`src/rvg_pkg.sv`:
```
// rvg_pkg: shared types, constants and the control store of the random variate generator.
// Holds the microcode table and entry points that the sequencer in the top level walks.
// No dependencies.
`timescale 1ns / 1ps

package rvg_pkg;

    // generator constants
    localparam logic [47:0] C_SEED_DEFAULT = 48'h1234_ABCD_330E;
    localparam logic [31:0] C_MUL_LO       = 32'hDEEC_E66D;
    localparam logic [2:0]  C_MUL_HI       = 3'h5;
    localparam logic [47:0] C_INC          = 48'hB;
    localparam int          C_UNIFORM_BITS = 32;

    // configuration register indexes
    localparam logic [1:0] REG_MODE   = 2'd0;
    localparam logic [1:0] REG_MEAN   = 2'd1;
    localparam logic [1:0] REG_SPREAD = 2'd2;
    localparam logic [1:0] REG_DRAWS  = 2'd3;

    // modes
    localparam logic [1:0] MODE_GAUSS  = 2'd0;
    localparam logic [1:0] MODE_MAX    = 2'd1;
    localparam logic [1:0] MODE_MEDIAN = 2'd2;

    // datapath operations
    localparam logic [3:0] OP_NOP     = 4'd0;
    localparam logic [3:0] OP_CLR     = 4'd1;
    localparam logic [3:0] OP_SUM     = 4'd2;
    localparam logic [3:0] OP_CENTRE  = 4'd3;
    localparam logic [3:0] OP_MULLO   = 4'd4;
    localparam logic [3:0] OP_MULHI   = 4'd5;
    localparam logic [3:0] OP_GFIN    = 4'd6;
    localparam logic [3:0] OP_MAX     = 4'd7;
    localparam logic [3:0] OP_OUTACC  = 4'd8;
    localparam logic [3:0] OP_SHIFT   = 4'd9;
    localparam logic [3:0] OP_MEDFIN  = 4'd10;
    localparam logic [3:0] OP_ZERO    = 4'd11;

    // generator advance control
    localparam logic [1:0] ADV_NO  = 2'd0;
    localparam logic [1:0] ADV_YES = 2'd1;
    localparam logic [1:0] ADV_CNT = 2'd2;

    // loop counter control
    localparam logic [2:0] CNT_HOLD  = 3'd0;
    localparam logic [2:0] CNT_LDSUM = 3'd1;
    localparam logic [2:0] CNT_LDMAX = 3'd2;
    localparam logic [2:0] CNT_LD1   = 3'd3;
    localparam logic [2:0] CNT_DEC   = 3'd4;

    // sequencing
    localparam logic [1:0] J_NEXT   = 2'd0;
    localparam logic [1:0] J_CNT_NZ = 2'd1;
    localparam logic [1:0] J_DONE   = 2'd2;

    localparam int          C_PC_W    = 4;
    localparam logic [3:0]  C_LAST_PC = 4'd13;

    typedef struct packed {
        logic [3:0]        op;
        logic [1:0]        adv;
        logic [2:0]        cnt;
        logic [1:0]        jmp;
        logic [C_PC_W-1:0] tgt;
    } t_cword;

    typedef struct packed {
        logic        load;
        logic        adv;
        logic [47:0] seed;
    } t_lcg_ctrl;

    function automatic t_cword f_ucode(input logic [C_PC_W-1:0] pc);
        t_cword w;
        w = '{op: OP_NOP, adv: ADV_NO, cnt: CNT_HOLD, jmp: J_DONE, tgt: '0};
        case (pc)
            // gaussian
            4'd0:  w = '{op: OP_CLR,    adv: ADV_YES, cnt: CNT_LDSUM, jmp: J_NEXT,   tgt: 4'd0};
            4'd1:  w = '{op: OP_SUM,    adv: ADV_CNT, cnt: CNT_DEC,   jmp: J_CNT_NZ, tgt: 4'd1};
            4'd2:  w = '{op: OP_CENTRE, adv: ADV_NO,  cnt: CNT_HOLD,  jmp: J_NEXT,   tgt: 4'd0};
            4'd3:  w = '{op: OP_MULLO,  adv: ADV_NO,  cnt: CNT_HOLD,  jmp: J_NEXT,   tgt: 4'd0};
            4'd4:  w = '{op: OP_MULHI,  adv: ADV_NO,  cnt: CNT_HOLD,  jmp: J_NEXT,   tgt: 4'd0};
            4'd5:  w = '{op: OP_GFIN,   adv: ADV_NO,  cnt: CNT_HOLD,  jmp: J_DONE,   tgt: 4'd0};
            // maximum of draws
            4'd6:  w = '{op: OP_CLR,    adv: ADV_YES, cnt: CNT_LDMAX, jmp: J_NEXT,   tgt: 4'd0};
            4'd7:  w = '{op: OP_MAX,    adv: ADV_CNT, cnt: CNT_DEC,   jmp: J_CNT_NZ, tgt: 4'd7};
            4'd8:  w = '{op: OP_OUTACC, adv: ADV_NO,  cnt: CNT_HOLD,  jmp: J_DONE,   tgt: 4'd0};
            // median of three
            4'd9:  w = '{op: OP_NOP,    adv: ADV_YES, cnt: CNT_LD1,   jmp: J_NEXT,   tgt: 4'd0};
            4'd10: w = '{op: OP_SHIFT,  adv: ADV_CNT, cnt: CNT_DEC,   jmp: J_CNT_NZ, tgt: 4'd10};
            4'd11: w = '{op: OP_NOP,    adv: ADV_YES, cnt: CNT_HOLD,  jmp: J_NEXT,   tgt: 4'd0};
            4'd12: w = '{op: OP_MEDFIN, adv: ADV_NO,  cnt: CNT_HOLD,  jmp: J_DONE,   tgt: 4'd0};
            // unused mode
            4'd13: w = '{op: OP_ZERO,   adv: ADV_NO,  cnt: CNT_HOLD,  jmp: J_DONE,   tgt: 4'd0};
            default: w = '{op: OP_ZERO, adv: ADV_NO,  cnt: CNT_HOLD,  jmp: J_DONE,   tgt: 4'd0};
        endcase
        return w;
    endfunction

    function automatic logic [C_PC_W-1:0] f_entry(input logic [1:0] mode);
        logic [C_PC_W-1:0] pc;
        case (mode)
            MODE_GAUSS:  pc = 4'd0;
            MODE_MAX:    pc = 4'd6;
            MODE_MEDIAN: pc = 4'd9;
            default:     pc = 4'd13;
        endcase
        return pc;
    endfunction

endpackage

```
`src/random_variate_generator.sv`:
```
// random_variate_generator: microcoded sequencer and datapath drawing gaussian, max or median
// variates from a 48-bit LCG. Depends on rvg_pkg and rvg_lcg.
//
//  channel | direction | handshake                  | payload
//  in      | to block  | i_in_valid / o_in_stall    | i_reseed, i_new_seed
//  out     | from block| o_out_valid / i_out_stall  | o_sample
//  cfg     | to block  | i_cfg_we                   | i_cfg_idx, i_cfg_data
//
// One item at a time. Gaussian sums SUM_TERMS draws and scales on the shared 20x31 multiplier;
// maximum keeps the largest of max(draw_count,1) draws, median the middle of three, unused mode
// gives zero. The generator advances one draw a cycle when asked, via one multiply-accumulate.
// Synchronous active-low reset restores the default seed and register values.
// A finished result sits in the output register; the final step waits only if that is still full.
`timescale 1ns / 1ps

module random_variate_generator #(
    parameter int SUM_TERMS = 12
) (
    input  logic        i_clk,
    input  logic        i_rst_n,
    input  logic        i_in_valid,
    output logic        o_in_stall,
    input  logic        i_reseed,
    input  logic [47:0] i_new_seed,
    output logic        o_out_valid,
    input  logic        i_out_stall,
    output logic signed [63:0] o_sample,
    input  logic        i_cfg_we,
    input  logic [1:0]  i_cfg_idx,
    input  logic [31:0] i_cfg_data
);
    import rvg_pkg::*;

    localparam int          SUM_W  = 32 + $clog2(SUM_TERMS);
    localparam int          MW     = SUM_W - 16;
    localparam int          PW     = MW + 31;
    localparam logic [63:0] HALF64 = 64'(SUM_TERMS) << 31;
    localparam logic [SUM_W-1:0] HALF = HALF64[SUM_W-1:0];
    localparam int          UKEEP  = (C_UNIFORM_BITS < 32) ? C_UNIFORM_BITS : 32;
    localparam logic [31:0] UMASK  = ~(32'hFFFF_FFFF >> UKEEP);

    // control and configuration
    logic              r_busy, n_busy;
    logic [C_PC_W-1:0] r_pc, n_pc;
    logic              r_ovalid, n_ovalid;
    logic [1:0]        r_mode;
    logic signed [31:0] r_mean;
    logic [30:0]       r_sigma;
    logic [7:0]        r_draws;
    logic [7:0]        r_cnt, n_cnt;

    // payload
    logic [SUM_W-1:0]  r_acc, n_acc;
    logic [SUM_W-1:0]  r_mag, n_mag;
    logic              r_neg, n_neg;
    logic [PW-1:0]     r_lo, n_lo;
    logic [PW-1:0]     r_hi, n_hi;
    logic [31:0]       r_a, n_a;
    logic [31:0]       r_b, n_b;
    logic [63:0]       r_out, n_out;

    t_cword            w_cw;
    t_lcg_ctrl         w_lcg;
    logic [47:0]       w_state;
    logic [31:0]       w_u;
    logic              w_accept, w_hold, w_step, w_cnt_nz;
    logic [MW-1:0]     w_mop;
    logic [PW-1:0]     w_prod;
    logic [PW:0]       w_q;
    logic [63:0]       w_scaled, w_mu;
    logic [31:0]       w_lo3, w_hi3, w_med;

    rvg_lcg u_lcg (
        .i_clk   (i_clk),
        .i_rst_n (i_rst_n),
        .i_ctrl  (w_lcg),
        .o_state (w_state)
    );

    assign w_cw     = f_ucode(r_pc);
    assign w_u      = w_state[47:16] & UMASK;
    assign w_accept = i_in_valid && !r_busy;
    assign w_hold   = r_busy && (w_cw.jmp == J_DONE) && r_ovalid && i_out_stall;
    assign w_step   = r_busy && !w_hold;
    assign w_cnt_nz = (r_cnt != 8'd0);

    assign w_lcg.load = w_accept && i_reseed;
    assign w_lcg.seed = i_new_seed;
    assign w_lcg.adv  = w_step && ((w_cw.adv == ADV_YES) || (w_cw.adv == ADV_CNT && w_cnt_nz));

    // shared multiplier
    assign w_mop  = (w_cw.op == OP_MULHI) ? r_mag[SUM_W-1:16] : MW'(r_mag[15:0]);
    assign w_prod = PW'(w_mop) * PW'(r_sigma);

    assign w_q      = (PW+1)'(r_hi) + (PW+1)'(r_lo[PW-1:16])
                    + (PW+1)'(r_neg && (r_lo[15:0] != 16'd0));
    assign w_scaled = r_neg ? (64'd0 - 64'(w_q)) : 64'(w_q);
    assign w_mu     = {{16{r_mean[31]}}, r_mean, 16'b0};

    // median of r_b, r_a and the newest draw
    assign w_lo3 = (r_b < r_a) ? r_b : r_a;
    assign w_hi3 = (r_b < r_a) ? r_a : r_b;
    assign w_med = (w_lo3 > ((w_hi3 < w_u) ? w_hi3 : w_u)) ? w_lo3 : ((w_hi3 < w_u) ? w_hi3 : w_u);

    always_comb begin
        n_busy   = r_busy;
        n_pc     = r_pc;
        n_cnt    = r_cnt;
        n_ovalid = r_ovalid && i_out_stall;
        n_acc    = r_acc;
        n_mag    = r_mag;
        n_neg    = r_neg;
        n_lo     = r_lo;
        n_hi     = r_hi;
        n_a      = r_a;
        n_b      = r_b;
        n_out    = r_out;

        if (w_accept) begin
            n_busy = 1'b1;
            n_pc   = f_entry(r_mode);
        end

        if (w_step) begin
            case (w_cw.op)
                OP_CLR:    n_acc = '0;
                OP_SUM:    n_acc = r_acc + SUM_W'(w_u);
                OP_CENTRE: begin
                    n_neg = (r_acc < HALF);
                    n_mag = (r_acc < HALF) ? (HALF - r_acc) : (r_acc - HALF);
                end
                OP_MULLO:  n_lo = w_prod;
                OP_MULHI:  n_hi = w_prod;
                OP_GFIN:   n_out = w_scaled + w_mu;
                OP_MAX:    if (w_u > r_acc[31:0]) n_acc = SUM_W'(w_u);
                OP_OUTACC: n_out = 64'(r_acc[31:0]);
                OP_SHIFT: begin
                    n_b = r_a;
                    n_a = w_u;
                end
                OP_MEDFIN: n_out = 64'(w_med);
                OP_ZERO:   n_out = '0;
                default:   n_acc = r_acc;
            endcase

            case (w_cw.cnt)
                CNT_LDSUM: n_cnt = 8'(SUM_TERMS - 1);
                CNT_LDMAX: n_cnt = (r_draws == 8'd0) ? 8'd0 : (r_draws - 8'd1);
                CNT_LD1:   n_cnt = 8'd1;
                CNT_DEC:   if (w_cnt_nz) n_cnt = r_cnt - 8'd1;
                default:   n_cnt = r_cnt;
            endcase

            case (w_cw.jmp)
                J_CNT_NZ: n_pc = w_cnt_nz ? w_cw.tgt : (r_pc + 1'b1);
                J_DONE: begin
                    n_busy   = 1'b0;
                    n_ovalid = 1'b1;
                end
                default:  n_pc = r_pc + 1'b1;
            endcase
        end
    end

    always_ff @(posedge i_clk) begin
        if (!i_rst_n) begin
            r_busy   <= 1'b0;
            r_pc     <= '0;
            r_ovalid <= 1'b0;
            r_cnt    <= '0;
            r_mode   <= MODE_GAUSS;
            r_mean   <= '0;
            r_sigma  <= 31'd65536;
            r_draws  <= 8'd1;
        end else begin
            r_busy   <= n_busy;
            r_pc     <= n_pc;
            r_ovalid <= n_ovalid;
            r_cnt    <= n_cnt;
            if (i_cfg_we) begin
                case (i_cfg_idx)
                    REG_MODE:   r_mode  <= i_cfg_data[1:0];
                    REG_MEAN:   r_mean  <= i_cfg_data;
                    REG_SPREAD: r_sigma <= i_cfg_data[30:0];
                    REG_DRAWS:  r_draws <= i_cfg_data[7:0];
                    default:    r_mode  <= r_mode;
                endcase
            end
        end
    end

    always_ff @(posedge i_clk) begin
        r_acc <= n_acc;
        r_mag <= n_mag;
        r_neg <= n_neg;
        r_lo  <= n_lo;
        r_hi  <= n_hi;
        r_a   <= n_a;
        r_b   <= n_b;
        r_out <= n_out;
    end

    assign o_in_stall  = r_busy;
    assign o_out_valid = r_ovalid;
    assign o_sample    = r_out;

    a_entry: assert property (@(posedge i_clk) disable iff (!i_rst_n)
        w_accept |=> (r_busy && r_pc == f_entry(r_mode)))
        else $error("sequencer did not start at the mode entry");

    a_result_from_seq: assert property (@(posedge i_clk) disable iff (!i_rst_n)
        $rose(o_out_valid) |-> $past(r_busy))
        else $error("result appeared without a running sequence");

    a_pc_range: assert property (@(posedge i_clk) disable iff (!i_rst_n)
        r_busy |-> (r_pc <= C_LAST_PC))
        else $error("step counter left the control store");

    a_cnt_dec: assert property (@(posedge i_clk) disable iff (!i_rst_n)
        (w_step && w_cw.cnt == CNT_DEC && w_cnt_nz) |=> (r_cnt == $past(r_cnt) - 8'd1))
        else $error("loop counter did not count down");

endmodule

```
`src/rvg_lcg.sv`:
```
// rvg_lcg: 48-bit linear congruential generator state with seed load and a combinational step.
// Step is a 32x32 multiply-accumulate plus narrow cross terms, all modulo 2^48.
// Depends on rvg_pkg.
`timescale 1ns / 1ps

module rvg_lcg (
    input  logic               i_clk,
    input  logic               i_rst_n,
    input  rvg_pkg::t_lcg_ctrl i_ctrl,
    output logic [47:0]        o_state
);
    import rvg_pkg::*;

    logic [47:0] r_state;
    logic [47:0] n_state;
    logic [63:0] w_prod;
    logic [15:0] w_cross;

    // only the low 16 bits of the cross terms survive the 2^48 wrap
    always_comb begin
        w_prod  = r_state[31:0] * C_MUL_LO;
        w_cross = 16'(r_state[47:32] * C_MUL_LO[15:0])
                + 16'(r_state[15:0] * 16'(C_MUL_HI));
        n_state = r_state;
        if (i_ctrl.load) begin
            n_state = i_ctrl.seed;
        end else if (i_ctrl.adv) begin
            n_state = w_prod[47:0] + {w_cross, 32'b0} + C_INC;
        end
    end

    always_ff @(posedge i_clk) begin
        if (!i_rst_n) begin
            r_state <= C_SEED_DEFAULT;
        end else begin
            r_state <= n_state;
        end
    end

    assign o_state = r_state;

endmodule

```
`config.mk`:
```
export PLATFORM = sky130hd
export DESIGN_NAME = random_variate_generator
export DESIGN_NICKNAME = d
export VERILOG_FILES = /design/src/rvg_pkg.sv /design/src/random_variate_generator.sv /design/src/rvg_lcg.sv
export SDC_FILE = /design/constraint.sdc
export NUM_CORES = 2
export LEC_CHECK = 0
export BUFFER_PORTS_ARGS = -buffer_cell sky130_fd_sc_hd__buf_2
export CAP_MARGIN = 20
export CORE_ASPECT_RATIO = 1.25
export CORE_MARGIN = 2
export CORE_UTILIZATION = 55
export CTS_CLUSTER_DIAMETER = 150
export DETAILED_ROUTE_END_ITERATION = 8
export PLACE_DENSITY = 0.71
export SLEW_MARGIN = 15
export SYNTH_ARGS = -nofsm -noshare
export SYNTH_HDL_FRONTEND = slang
export SYNTH_SLANG_ARGS = --single-unit
```
`constraint.sdc`:
```
create_clock -name i_clk -period 10.4 [get_ports i_clk]
set_clock_uncertainty 0.2 [all_clocks]
set_input_delay 1.04 -clock i_clk [delete_from_list [all_inputs] [get_ports i_clk]]
set_output_delay 1.04 -clock i_clk [all_outputs]
set_load 0.005 [all_outputs]
```
* Word level (Yosys, flattened, before mapping)
Memories as Yosys holds them, arrays and structs flattened. A register that Yosys moved wholly into a read port is not among the register bits.
Cells that the tools add are included.
** Word-level totals
- Memories kept :: 1
- ROM bits :: 240
- Register bits :: 438
- Bits of input ports :: 88
- Output and inout port bits :: 66
- Logic and storage cells :: 125
** Operators by class
- Add/sub/neg operators :: 13
- Multiply operators :: 4
- Reduce and logical (&&, ||, !) cells :: 33
- Equality and inequality tests :: 26
- Order comparisons :: 5
- Muxes and demuxes :: 26
** Memory list
- (name not given) :: words 16, bits a word 15, rd ports 1, clocked after Yosys merged registers in 1, write ports 0, line rvg_pkg.sv:77 : case (pc)
** Operators with widths (count)
- 64-bit one-hot mux with 4 select lines :: 1
- 32-bit two-way mux :: 4
- 36-bit one-hot mux with 3 select lines :: 1
- 48-bit two-way mux :: 2
- 36-bit two-way mux :: 2
- 64-bit adder :: 1
- 32-bit greater-than comparator :: 2
- 32-bit < comparator :: 2
- 64-bit two-way mux :: 1
- 1-bit by 52-bit subtractor with 53-bit output, first input constant :: 1
- 51-bit by 35-bit adder with 52-bit output :: 1
- 52-bit by 1-bit adder with 52-bit output :: 1
- 20-bit by 31-bit multiplier with 51-bit output :: 1
- 48-bit by 4-bit adder with 48-bit output, second input constant :: 1
- 48-bit adder :: 1
- 32-bit by 32-bit multiplier with 48-bit output, second input constant :: 1
- 36-bit by 32-bit adder with 36-bit output :: 1
- 36-bit by 35-bit < comparator with 1-bit output, second input constant :: 1
- 35-bit by 36-bit subtractor with 36-bit output, first input constant :: 1
- 36-bit by 35-bit subtractor with 36-bit output, second input constant :: 1
- 8-bit one-hot mux with 4 select lines :: 1
- 20-bit two-way mux :: 1
- 2-bit AND reduction :: 9
- 16-bit adder :: 1
- 30 further kinds :: 68

* Longest topological paths before layout
- Depth in word-level cells :: 9
- Gate-level depth with buffers :: 39
- Gate-level depth less buffers :: 35

* Cells and area by module
Synthesis repeated with hierarchy kept, for this count alone.
** Unflattened totals
- Cells, all modules :: 7339
- Area, all modules :: 69037.5 um2
** By module, submodules not included
- random_variate_generator :: sequential area each 11100.6 um2, cells an instance 5152, area an instance 47301.6 um2, instances 1
- rvg_lcg :: sequential area each 960.9 um2, cells an instance 2187, area an instance 21735.8 um2, instances 1

* Worst setup path before layout
OpenSTA, ideal clock, no wires.
- Path kind :: flip-flop to flip-flop
- Start :: reg r_a[25]
- End :: reg r_out[20] (netlist: o_sample[20]), data pin
- Buffers on the path :: 6
- Library setup time :: 268 ps
- Data arrival time :: 8051 ps
- Data required time :: 9932 ps
- Period minus slack after synthesis :: 8519 ps
- Cell stages (with the launch flop) :: 40
- Slack :: 1881 ps
- Path through :: edfxtp_1 -> inv_1 -> ha_1 -> a21o_1 -> a21o_1 -> a21o_1 -> a21o_1 -> a211oi_1 -> o21ai_0 -> a21oi_1 -> clkbuf_1 -> clkbuf_1 -> mux2_2 -> ha_1 -> and4_1 -> and3_1 -> nand4_1 -> a2111oi_0 -> (+4 left out) -> a21boi_0 -> clkbuf_1 -> clkbuf_1 -> mux2i_1 -> ha_1 -> nor2b_1 -> o21a_1 -> o21a_1 -> o21a_1 -> o21a_1 -> o21ai_0 -> nand4_1 -> a221o_1 -> and3_1 -> clkbuf_1 -> clkbuf_1 -> a222oi_1 -> o21ai_1
** On the way
- Word-level cells in the longest chain between the ends :: 7
- Elaborated cells on any way between the ends :: 8
- Classes of those cells :: order compare (3); mux (5)
** Ends and longest elaborated chain
- from (decl) :: line random_variate_generator.sv:58 : logic [31:0] r_a, n_a;
- from (signal assigned) :: line random_variate_generator.sv:198 : r_a <= n_a;
- 32-bit < comparator :: line random_variate_generator.sv:101, random_variate_generator.sv:102
- 32-bit two-way mux :: line random_variate_generator.sv:102 : assign w_hi3 = (r_b < r_a) ? r_a : r_b;
- 32-bit < comparator :: line random_variate_generator.sv:103 : assign w_med = (w_lo3 > ((w_hi3 < w_u) ? w_hi3 : w_u)) ? w_lo3 : ((w_hi3 < w_u) ? w_hi3 : w_u);
- 32-bit two-way mux :: line random_variate_generator.sv:103
- 32-bit greater-than comparator :: line random_variate_generator.sv:103
- 32-bit two-way mux (*) :: line random_variate_generator.sv:103
- 64-bit one-hot mux with 4 select lines (*) :: line random_variate_generator.sv:125 : case (w_cw.op)
- to (signal assigned) :: line random_variate_generator.sv:200 : r_out <= n_out;
- to (decl) :: line random_variate_generator.sv:60 : logic [63:0] r_out, n_out;
Mark *: on every way between the ends. The rest lies on a longest branch, timed or not.
A chain may end at the register's enable or synchronous reset.

* Final worst setup path
- Start :: reg r_b[9]
- End :: reg r_out[13] (netlist: o_sample[13]), data pin
** On the way
- Word-level cells in the longest chain between the ends :: 7
- Elaborated cells on any way between the ends :: 8
- Classes of those cells :: order compare (3); mux (5)
** Ends and longest elaborated chain
- from (decl) :: line random_variate_generator.sv:59 : logic [31:0] r_b, n_b;
- from (signal assigned) :: line random_variate_generator.sv:199 : r_b <= n_b;
- 32-bit < comparator :: line random_variate_generator.sv:101, random_variate_generator.sv:102
- 32-bit two-way mux :: line random_variate_generator.sv:102
- 32-bit < comparator :: line random_variate_generator.sv:103
- 32-bit two-way mux :: line random_variate_generator.sv:103
- 32-bit greater-than comparator :: line random_variate_generator.sv:103
- 32-bit two-way mux (*) :: line random_variate_generator.sv:103
- 64-bit one-hot mux with 4 select lines (*) :: line random_variate_generator.sv:125
Marks and branches as above.

==> flow_metrics.env <==
export IMPL_fin_setup_tns_ps=0
export IMPL_arrival_ps=10070
export IMPL_crit_type="reg -> reg"
export IMPL_overflow=0
export IMPL_synth_seq_area_share_pct=17.7
export IMPL_hold_slack_ps=262
export IMPL_layout_common_cells="inv_1 (1415), fa_1 (1033), nand2_1 (832), ha_1 (749), a21oi_1 (347)"
export IMPL_layout_nets=9249
export IMPL_dpl_cell_area_sq_um=71100
export IMPL_finalCritPeriodShare_pct=95.6
export IMPL_htreeDepth=2
export IMPL_hold_violations=0
export IMPL_final_common_cell="inv_1"
export IMPL_min_period_ps=9950
export IMPL_drt_iter0_drc=4805
export IMPL_syn_avg_cell_area_sq_um=9.34
export IMPL_die_h_microns=398
export IMPL_drive_gt1_share_pct=6.62
export IMPL_std_cell_rows=144
export IMPL_worst_pin_slew_ps=1160
export IMPL_cts_tree="yes"
export IMPL_path_buf_inv=3
export IMPL_pin_count=154
export IMPL_area_growth_pct=7.08
export IMPL_cts_buffers=51
export IMPL_critPathRequiredTime_ps=10530
export IMPL_grt_max_degree=71
export IMPL_slew_violations=0
export IMPL_synth_edff_count=303
export IMPL_path_max_fanout=17
export IMPL_clockBufferDepth=3
export IMPL_viasPerCell=5.96
export IMPL_rsz0062_at_grt="false"
export IMPL_start_util_pct=55.3
export IMPL_grt_first_pass_wirelength_microns=345000
export IMPL_synth_seq_cells=451
export IMPL_slowest_stage="a2111oi_0"
export IMPL_hp_class="reg -> reg"
export IMPL_yosysUniqueCellTypes=87
export IMPL_relSlewSlack_pct=23.0
export IMPL_dr_pass1_iters=6
export IMPL_num_fill_cells=10700
export IMPL_critical_path_most_common_cell="a21o_1"
export IMPL_status="completed"
export IMPL_cts_root_buf="clkbuf_16"
export IMPL_dp_hpwl_microns=193000
export IMPL_start_kind="flip-flop"
export IMPL_max_cap_violations=0
export IMPL_grt_usage_pct=36.4
export IMPL_vias=53800
export IMPL_synth_async_reset_ratio_pct=0
export IMPL_clock_latency_ps=630
export IMPL_die_area_sq_um=127000
export IMPL_core_area_sq_um=123000
export IMPL_syn_num_nets=9169
export IMPL_cp_end_kind="flip-flop"
export IMPL_gp_congestion=1.06
export IMPL_design_area_sq_um=73000
export IMPL_wl_per_cell_microns=25.4
export IMPL_drc_errors=0
export IMPL_detail_route_antenna_nets=0
export IMPL_max_stage_delay_ps=880
export IMPL_path_clk_slew_ps=60
export IMPL_crit_family="compound AO/OA/AOI/OAI gates"
export IMPL_drt_wl_total_microns=230000
export IMPL_setup_viol=0
export IMPL_ys_flop_type="edfxtp_1"
export IMPL_max_freq_mhz=101
export IMPL_die_w_microns=319
export IMPL_antenna_found_initial=7
export IMPL_syn_area_sq_um=68200
export IMPL_ys_warnings_count=0
export IMPL_grt_pass1_vias=56000
export IMPL_synthCells=7299
export IMPL_io_buffers=153
export IMPL_cts_hold_buf=0
export IMPL_clkSinkCount=451
-- cells by family (layout without fill, tap and decap cells) --
family,Yosys count,count (layout),share of synthesized area [%]
AND/OR/NAND/NOR,1798,1798,12.4
flip-flops,451,451,17.7
buffers and inverters,1690,1812,9.33
other,0,2,0
XOR/XNOR,323,323,4.15
multiplexers,101,101,1.57
adder cells (fa/ha/maj),1782,1782,44.1
AO/OA/AOI/OAI,1154,1154,10.8
-- routing by layer --
metal / share of wire, % / global-route usage [%]
met5: 0.020 / 0
met4: 9.3 / 27.0
met3: 6.5 / 4.79
met2: 49 / 62.1
met1: 36 / 42.2
-- worst reg2reg max path: cells and delay by family (launching register included) --
| family | cells | cell delay [ps] |
|---|---|---|
| muxes | 2 | 660 |
| and+or+nand+nor | 7 | 1340 |
| adders and majority gates | 3 | 930 |
| buffers and inverters | 3 | 870 |
| DFF | 1 | 430 |
| AOI/OAI and AO/OA | 20 | 5240 |
-- final cells by class --
cell class,instances,area (sq um),share of cell area (%)
Tap cell,1606,2010,2.75
Clock buffer,59,1370,1.87
Sequential cell,451,12100,16.5
Multi-Input combinational cell,5158,49900,68.4
Antenna cell,2,5.00,0.00685
Clock inverter,36,447,0.612
Inverter,1417,5320,7.29
Timing Repair Buffer,300,1890,2.59
-- registers in the layout, summed over array words and instances (netlist names) --
register,count
r_pc,4
o_out_valid,1
w_cw,13
r_hi,51
r_draws,8
o_sample,64
o_in_stall,1
r_sigma,31
r_mean,32
r_neg,1
r_cnt,8
r_acc,36
r_a,32
r_b,32
u_lcg.o_state,48
r_mode,2
r_mag,36
r_lo,51
-- cells in the mapped netlist, drive strengths merged, types with 71 or more instances --
library cell  instances  area share [%]
a21o                124             1.4
a21oi               349             2.6
and2                103            0.94
and3                 75            0.69
clkbuf              260             1.4
dfxtp               148             4.3
edfxtp              303              13
fa                 1033              30
ha                  749              14
inv                1416             7.8
nand2               833             4.6
nand3                88            0.65
nor2                250             1.4
nor2b               131             1.2
nor3                 71            0.53
o21ai               283             2.1
xnor2               233             3.0
xor2                 90             1.2
-- per-stage QoR --
stage               worst slack [ps]  instances  utilization, %
floorplan                       1880       7299               -
global placement                 612       8923            57.7
detailed placement               498       8923            57.7
CTS                              388       9018            59.2
global route                     289       9027            59.2
finish                           454       9029            59.2
-- final timing paths --
check                     startpoint                      end  slack, ps  cells past startpoint
max                 r_b[9]$_DFFE_PP_   o_sample[13]$_DFFE_PP_        450                     35
min reg2reg  r_mean[15]$_SDFFE_PN0P_  r_mean[15]$_SDFFE_PN0P_        260                      2
max reg2reg         r_b[9]$_DFFE_PP_   o_sample[13]$_DFFE_PP_        450                     35
min          r_mean[15]$_SDFFE_PN0P_  r_mean[15]$_SDFFE_PN0P_        260                      2
-- what timing repair did --
action | in CTS | in global routing
resized for setup | 0 | 6
endpoints found under the setup margin | 0 | 2
buffers inserted | 0 | 8
Power is not shown: default switching activity piles up to over one toggle a cycle in this logic, so the estimate is an artifact.
